### src/ttbu_pkg.sv
// Shared types and constants for the two-type bracket unranking block.
// Used by the path-count table, the completion counter and the top level.
package ttbu_pkg;

  localparam int MAX_PAIRS = 20;
  localparam int LEN_DIM   = 2 * MAX_PAIRS + 1;
  localparam int HT_DIM    = MAX_PAIRS + 1;

  localparam int PAIR_W  = 5;
  localparam int RANK_W  = 53;
  localparam int CNT_W   = 38;
  localparam int CMP_W   = CNT_W + MAX_PAIRS;
  localparam int SUM_W   = CMP_W + 2;
  localparam int POS_W   = 6;
  localparam int ROW_AW  = 6;
  localparam int DEPTH_W = 5;

  typedef logic [CNT_W-1:0]   cnt_t;
  typedef cnt_t [HT_DIM-1:0]  row_t;

  typedef enum logic [1:0] {
    SYM_ROUND_OPEN   = 2'd0,
    SYM_ROUND_CLOSE  = 2'd1,
    SYM_SQUARE_OPEN  = 2'd2,
    SYM_SQUARE_CLOSE = 2'd3
  } sym_e;

  typedef enum logic [2:0] {
    S_FILL,
    S_IDLE,
    S_TOT,
    S_OOR,
    S_CNT,
    S_SUM,
    S_DEC
  } state_e;

  typedef struct packed {
    logic              en;
    logic [ROW_AW-1:0] addr;
  } tbl_rd_t;

endpackage

### src/ttbu_count.sv
// Completion counter: picks one height from a table row and scales it by the
// number of kind choices left. Depends on ttbu_pkg.
module ttbu_count import ttbu_pkg::*; (
  input  row_t              row_i,
  input  logic [POS_W-1:0]  rest_i,
  input  logic [POS_W-1:0]  h_i,
  input  logic [PAIR_W-1:0] n_i,
  output logic [CMP_W-1:0]  c_o
);

  logic [POS_W-1:0]   diff;
  logic [DEPTH_W-1:0] sh;

  // Each remaining pair beyond the height may be round or square
  always_comb begin
    diff = rest_i - h_i;
    sh   = diff[POS_W-1:1];
    if ((h_i > {1'b0, n_i}) || (h_i > rest_i)) begin
      c_o = '0;
    end else begin
      c_o = CMP_W'(row_i[h_i[DEPTH_W-1:0]]) << sh;
    end
  end

endmodule

### config.mk
export PLATFORM = sky130hd
export DESIGN_NAME = ttbu_count
export DESIGN_NICKNAME = d
export VERILOG_FILES = /design/src/ttbu_pkg.sv /design/src/ttbu_count.sv
export SDC_FILE = /design/constraint.sdc
export NUM_CORES = 1
export LEC_CHECK = 0
export ABC_AREA = 1
export BUFFER_PORTS_ARGS = -buffer_cell sky130_fd_sc_hd__buf_2
export CAP_MARGIN = 10
export CORE_AREA = 8 8 337 339
export DETAILED_ROUTE_END_ITERATION = 16
export DIE_AREA = 0 0 345 347
export PLACE_DENSITY = 0.34
export SYNTH_ARGS = -nofsm -noshare
export SYNTH_HDL_FRONTEND = slang
export SYNTH_SLANG_ARGS = --single-unit
### constraint.sdc
create_clock -name vclk -period 7.39
set_clock_uncertainty 0.05 [all_clocks]
set_input_delay 0.739 -clock vclk [all_inputs]
set_output_delay 0.739 -clock vclk [all_outputs]
set_load 0.02 [all_outputs]
# Yosys cells after proc, flatten, opt, wreduce, memory -nomap -nowiden
# Index checks and enable logic that the tools add are counted.
# W data, S select, Z words.
dict set report classes {
  addsub 1
  n_lt_le_gt_ge 3
  shift 1
  mux 3
  reduce_logical 1
}
# cell count
set op_table {}
lappend op_table {{$bmux W38 S5} 1}
lappend op_table {{$mux W58} 1}
lappend op_table {{$shl A38 B5 Y58} 1}
lappend op_table {{$mux W38} 1}
lappend op_table {{$gt A6 B5 Y1} 1}
lappend op_table {{$gt A6 B6 Y1} 1}
lappend op_table {{$lt A5 B6 Y1 const B} 1}
lappend op_table {{$sub A6 B6 Y6} 1}
lappend op_table {{$logic_or A1 B1 Y1} 1}
dict set report word_totals {
  regBits 0
  in_bits 815
  output_inout_bits 58
  word_cells 9
}

# Logic depth before layout (Yosys ltp)
dict set report depth {
  depth_word 4
  mapped_depth 19
  mapped_depth_nobuf 17
}

# Worst setup path after synthesis
# OpenSTA, ideal clock, no wires.
dict set report synth_timing {
  path_type {input to output}
  from {input port h_i[2]}
  to {output port c_o[0]}
  arrival_time_ns 3.224
  t_required_ns 6.601
  setup_slack_ns 3.377
  stages 12
  path_buffers 3
  cell_sequence {inv_2 buf_2 buf_1 ha_1 a21oi_1 o21ai_2 a21o_1 a21oi_2 xor2_1 nand3_1 buf_2 nor4_1}
}
dict set report synth_between {
  elab_chain_len 4
  elab_cells_between_ends 8
  cone_classes {1 x add/sub; 2 x order compare; 1 x shift; 3 x mux; 1 x reduce/logical}
}
# element line
set synth_rtl {}
lappend synth_rtl {{from (decl)} ttbu_count.sv:6} ;# input logic [POS_W-1:0] h_i,
lappend synth_rtl {{$bmux W38 S5} ttbu_count.sv:21} ;# c_o = CMP_W'(row_i[h_i[DEPTH_W-1:0]]) << sh;
lappend synth_rtl {{$mux W38 (implied by the code)} ttbu_count.sv:21}
lappend synth_rtl {{$shl A38 B5 Y58} ttbu_count.sv:21}
lappend synth_rtl {{$mux W58 *} ttbu_count.sv:18} ;# if ((h_i > {1'b0, n_i}) || (h_i > rest_i)) begin
lappend synth_rtl {{to (decl)} ttbu_count.sv:8} ;# output logic [CMP_W-1:0] c_o
# Mark *: on every way between the ends. The rest lies on a longest branch, timed or not. The select of a mux whose other input is x is not followed.

# Worst setup path after layout
dict set report layout_timing {
  from {input port h_i[0]}
  to {output port c_o[28]}
}
# The elaborated chain is that of the path after synthesis.

==> impl_metrics.py <==
metrics = {
    "final_layout": {
        "final_nets": 4376,
        "clock_buffers": 0,
        "area.sequential_sq_um": 0,
        "nFillCells": 13300,
        "final_cells": 4995,
        "finish.utilization_pct": 16.4,
        "syn_to_final_growth_pct": 43.7,
        "seq_cell_count": 0,
        "drive_gt1_share_pct": 26.0,
    },
    "synth": {
        "yosys.cell_types.count": 34,
        "syn_area_sq_um": 12400,
        "synth-warning-count": 0,
        "synthesis.nets": 3681,
        "synth-seq-area-share_pct": 0,
        "synth.avg_cell_area_sq_um": 4.33,
        "syn_inst": 2855,
    },
    "floorplan": {
        "die_x_um": 345,
        "coreArea_sq_um": 108000,
        "dieArea_sq_um": 120000,
        "rows": 121,
        "die_y_um": 347,
        "initial_utilization_pct": 11.4,
        "io_pins": 873,
    },
    "status": {
        "run_status": "finished, final reports clean",
    },
    "global_route": {
        "overflow": 0,
        "grt_use_total_pct": 17.4,
        "grt_pass1_wl_mm": 154,
        "grt_max_degree": 150,
        "antenna_found_initial": 45,
        "first_global_vias": 20900,
    },
    "timing": {
        "worstMarginPinSlew_ps": 983,
        "timing.fmax_mhz": 177,
        "maxSlewHeadroom_pct": 33.8,
        "timing.final.crit_share_pct": 76.5,
        "fin_crit_ps": 5650,
        "timing.final.ws_setup_ps": 1740,
        "hold_viol": 0,
        "setup_viol": 0,
        "tns_ps": 0,
        "rsz0062_at_grt": "false",
        "report.final.slew_viol_count": 0,
    },
    "hold_path": {
        "hold_depth": 7,
        "min_delay_worst_endpoint": "c_o[35]",
        "min-delay-start": "h_i[5]",
        "hold_class": "input pin to primary output",
    },
    "place": {
        "gp_congestion": 0.900,
        "pre_cts_slack_ps": 1830,
        "port_buffers": 873,
        "hpwl_mm": 92.5,
        "place_inst": 4962,
    },
    "critical_path": {
        "critPathKind": "input pin to primary output",
        "critical_path_arrival_ps": 4860,
        "crit_buf_inv": 6,
        "worstSetupEndpointType": "primary output",
        "startpoint_type": "input pin",
        "cp_data_required_time_ps": 6600,
        "critical-path-max-stage-delay_ps": 510,
        "critPathMostFrequentCell": "nand3_1",
        "crit_chain": "buf_8 > clkinv_8 > nor2_4 > fa_1 > buf_4 > inv_1 > buf_4 > nand3_1 > nand3_1 > nand3_1 > nand2_1 > nand2_1 > nand3_1 > nand2_1 > buf_2",
        "critPathMaxFanout": 111,
        "worst_path_max_delay_cell": "clkinv_8",
        "cpLargestDelayFamily": "buffers and inverters",
    },
    "drt": {
        "drtPass1Iterations": 5,
        "via_per_inst": 4.13,
        "ant_nets": 0,
        "drc": 0,
        "wire_per_inst_um": 22.3,
        "drtIter0Drc": 1475,
        "vias": 20600,
        "wl_mm": 112,
    },
    "power": {
        "ir_worst_vdd_v": 0.0000499,
        "power.leakage_uw": 0.0109,
        "power_frac_comb_pct": 100.0,
        "power_switching_uw": 1070,
        "internal_power_uw": 503,
        "power_density_nw_per_um2": 88.5,
        "pwr-share-seq_pct": 0,
        "clockPowerShare_pct": 0,
        "sw_frac_of_total_pct": 68.0,
    },
    "clock_network": {
        "post-cts-setup-buffers": 0,
        "cts_hold_buf": 0,
        "cts_resized": 0,
    },
    "job": {
        "cap_violations": 0,
    },
}
==> per-layer routing <==
metal	GRT usage, %	vias to the layer above	part of all wire [%]
met3	3.21	92	6.5
met2	30.8	819	49
met4	3.88	10	2.3
met1	21.8	9425	42
met5	0	-	0.059
li1	-	10300	-
==> worst max-delay path by stage <==
stage,startpoint,cells past startpoint,slack [ps],to
2_1_floorplan,h_i[2],12,3380,c_o[0]
3_3_place_gp,h_i[0],15,1850,c_o[53]
3_5_place_dp,h_i[0],15,1830,c_o[53]
4_1_cts,h_i[0],15,1850,c_o[53]
5_1_grt,h_i[0],15,1460,c_o[53]
6_report,h_i[0],15,1740,c_o[28]
==> power groups by stage <==
stage | combinational, uW | clock [uW] | sequential, uW
6_report | 1570 | 0.000396 | 0
5_1_grt | 1740 | 0.000327 | 0
4_1_cts | 1590 | 0 | 0
3_5_place_dp | 1590 | 0 | 0
3_3_place_gp | 1590 | 0 | 0
2_1_floorplan | 904 | 0 | 0
==> synth_stat cells, types with 3 or more instances <==
master	number	area share [%]
a21oi_1	8	0.32
buf_1	25	0.76
buf_2	81	3.3
buf_4	33	2.0
buf_6	22	2.0
clkbuf_1	45	1.4
ha_1	10	1.0
inv_1	365	11
inv_2	4	0.12
nand2_1	1227	37
nand3_1	653	26
nand4_1	7	0.35
nor2_1	201	6.1
nor3_1	16	0.65
o21ai_0	81	3.3
o21ai_1	49	2.0
o22ai_1	3	0.15
or2_2	4	0.20
==> cell type report <==
| cell class | count | area (sq um) | share of cell area [%] |
|---|---|---|---|
| diodes | 33 | 82.6 | 0.465 |
| multi-input cells | 2277 | 9820 | 55.3 |
| well taps | 1414 | 1770 | 9.96 |
| inverters | 371 | 1420 | 7.98 |
| repair buffers | 900 | 4670 | 26.3 |
==> stage by stage <==
step,cell area [sq um],total power [uW],hold slack (ps)
after floorplan,12400,904,1840
after global placement,17700,1590,2070
after detailed placement,17700,1590,2070
after CTS,17700,1590,2080
after global routing,17700,1740,2110
final,17800,1570,2080
==> logic make-up after synthesis <==
family                   synth area share [%]
XOR/XNOR                                0.344
AO/OA/AOI/OAI                            6.07
adder cells (fa/ha/maj)                  1.17
buffers and inverters                    20.8
AND/OR/NAND/NOR                          71.6
==> worst min-delay path: stages <==
cell and delay, ps:
buf_2 90, nor2_1 50, nand2_1 70, nor2_2 120
nand2_1 100, nand2_1 60, buf_2 160
==> cells in the final DEF, fill, tap and decap left out <==
master / n
nand2_1: 1227
buf_2: 869
nand3_1: 653
inv_1: 363
nor2_1: 199
o21ai_0: 81
o21ai_1: 49
diode_2: 33
buf_4: 23
nor3_1: 16
ha_1: 10
a21oi_1: 8
nand4_1: 7
buf_12: 6
inv_2: 4
or2_2: 4
nor2_4: 3
o22ai_1: 3
a21o_1: 2
nor2_2: 2
nand3b_1: 2
nor4_1: 2
a211oi_1: 1
a21oi_2: 1
xor2_1: 1
clkinv_1: 1
nor3_2: 1
inv_6: 1
inv_8: 1
clkinv_8: 1
xnor2_2: 1
o21ai_2: 1
xor2_2: 1
xor2_4: 1
fa_1: 1
buf_8: 1
buf_6: 1
Note: power is estimated with default switching activity, not from simulation.
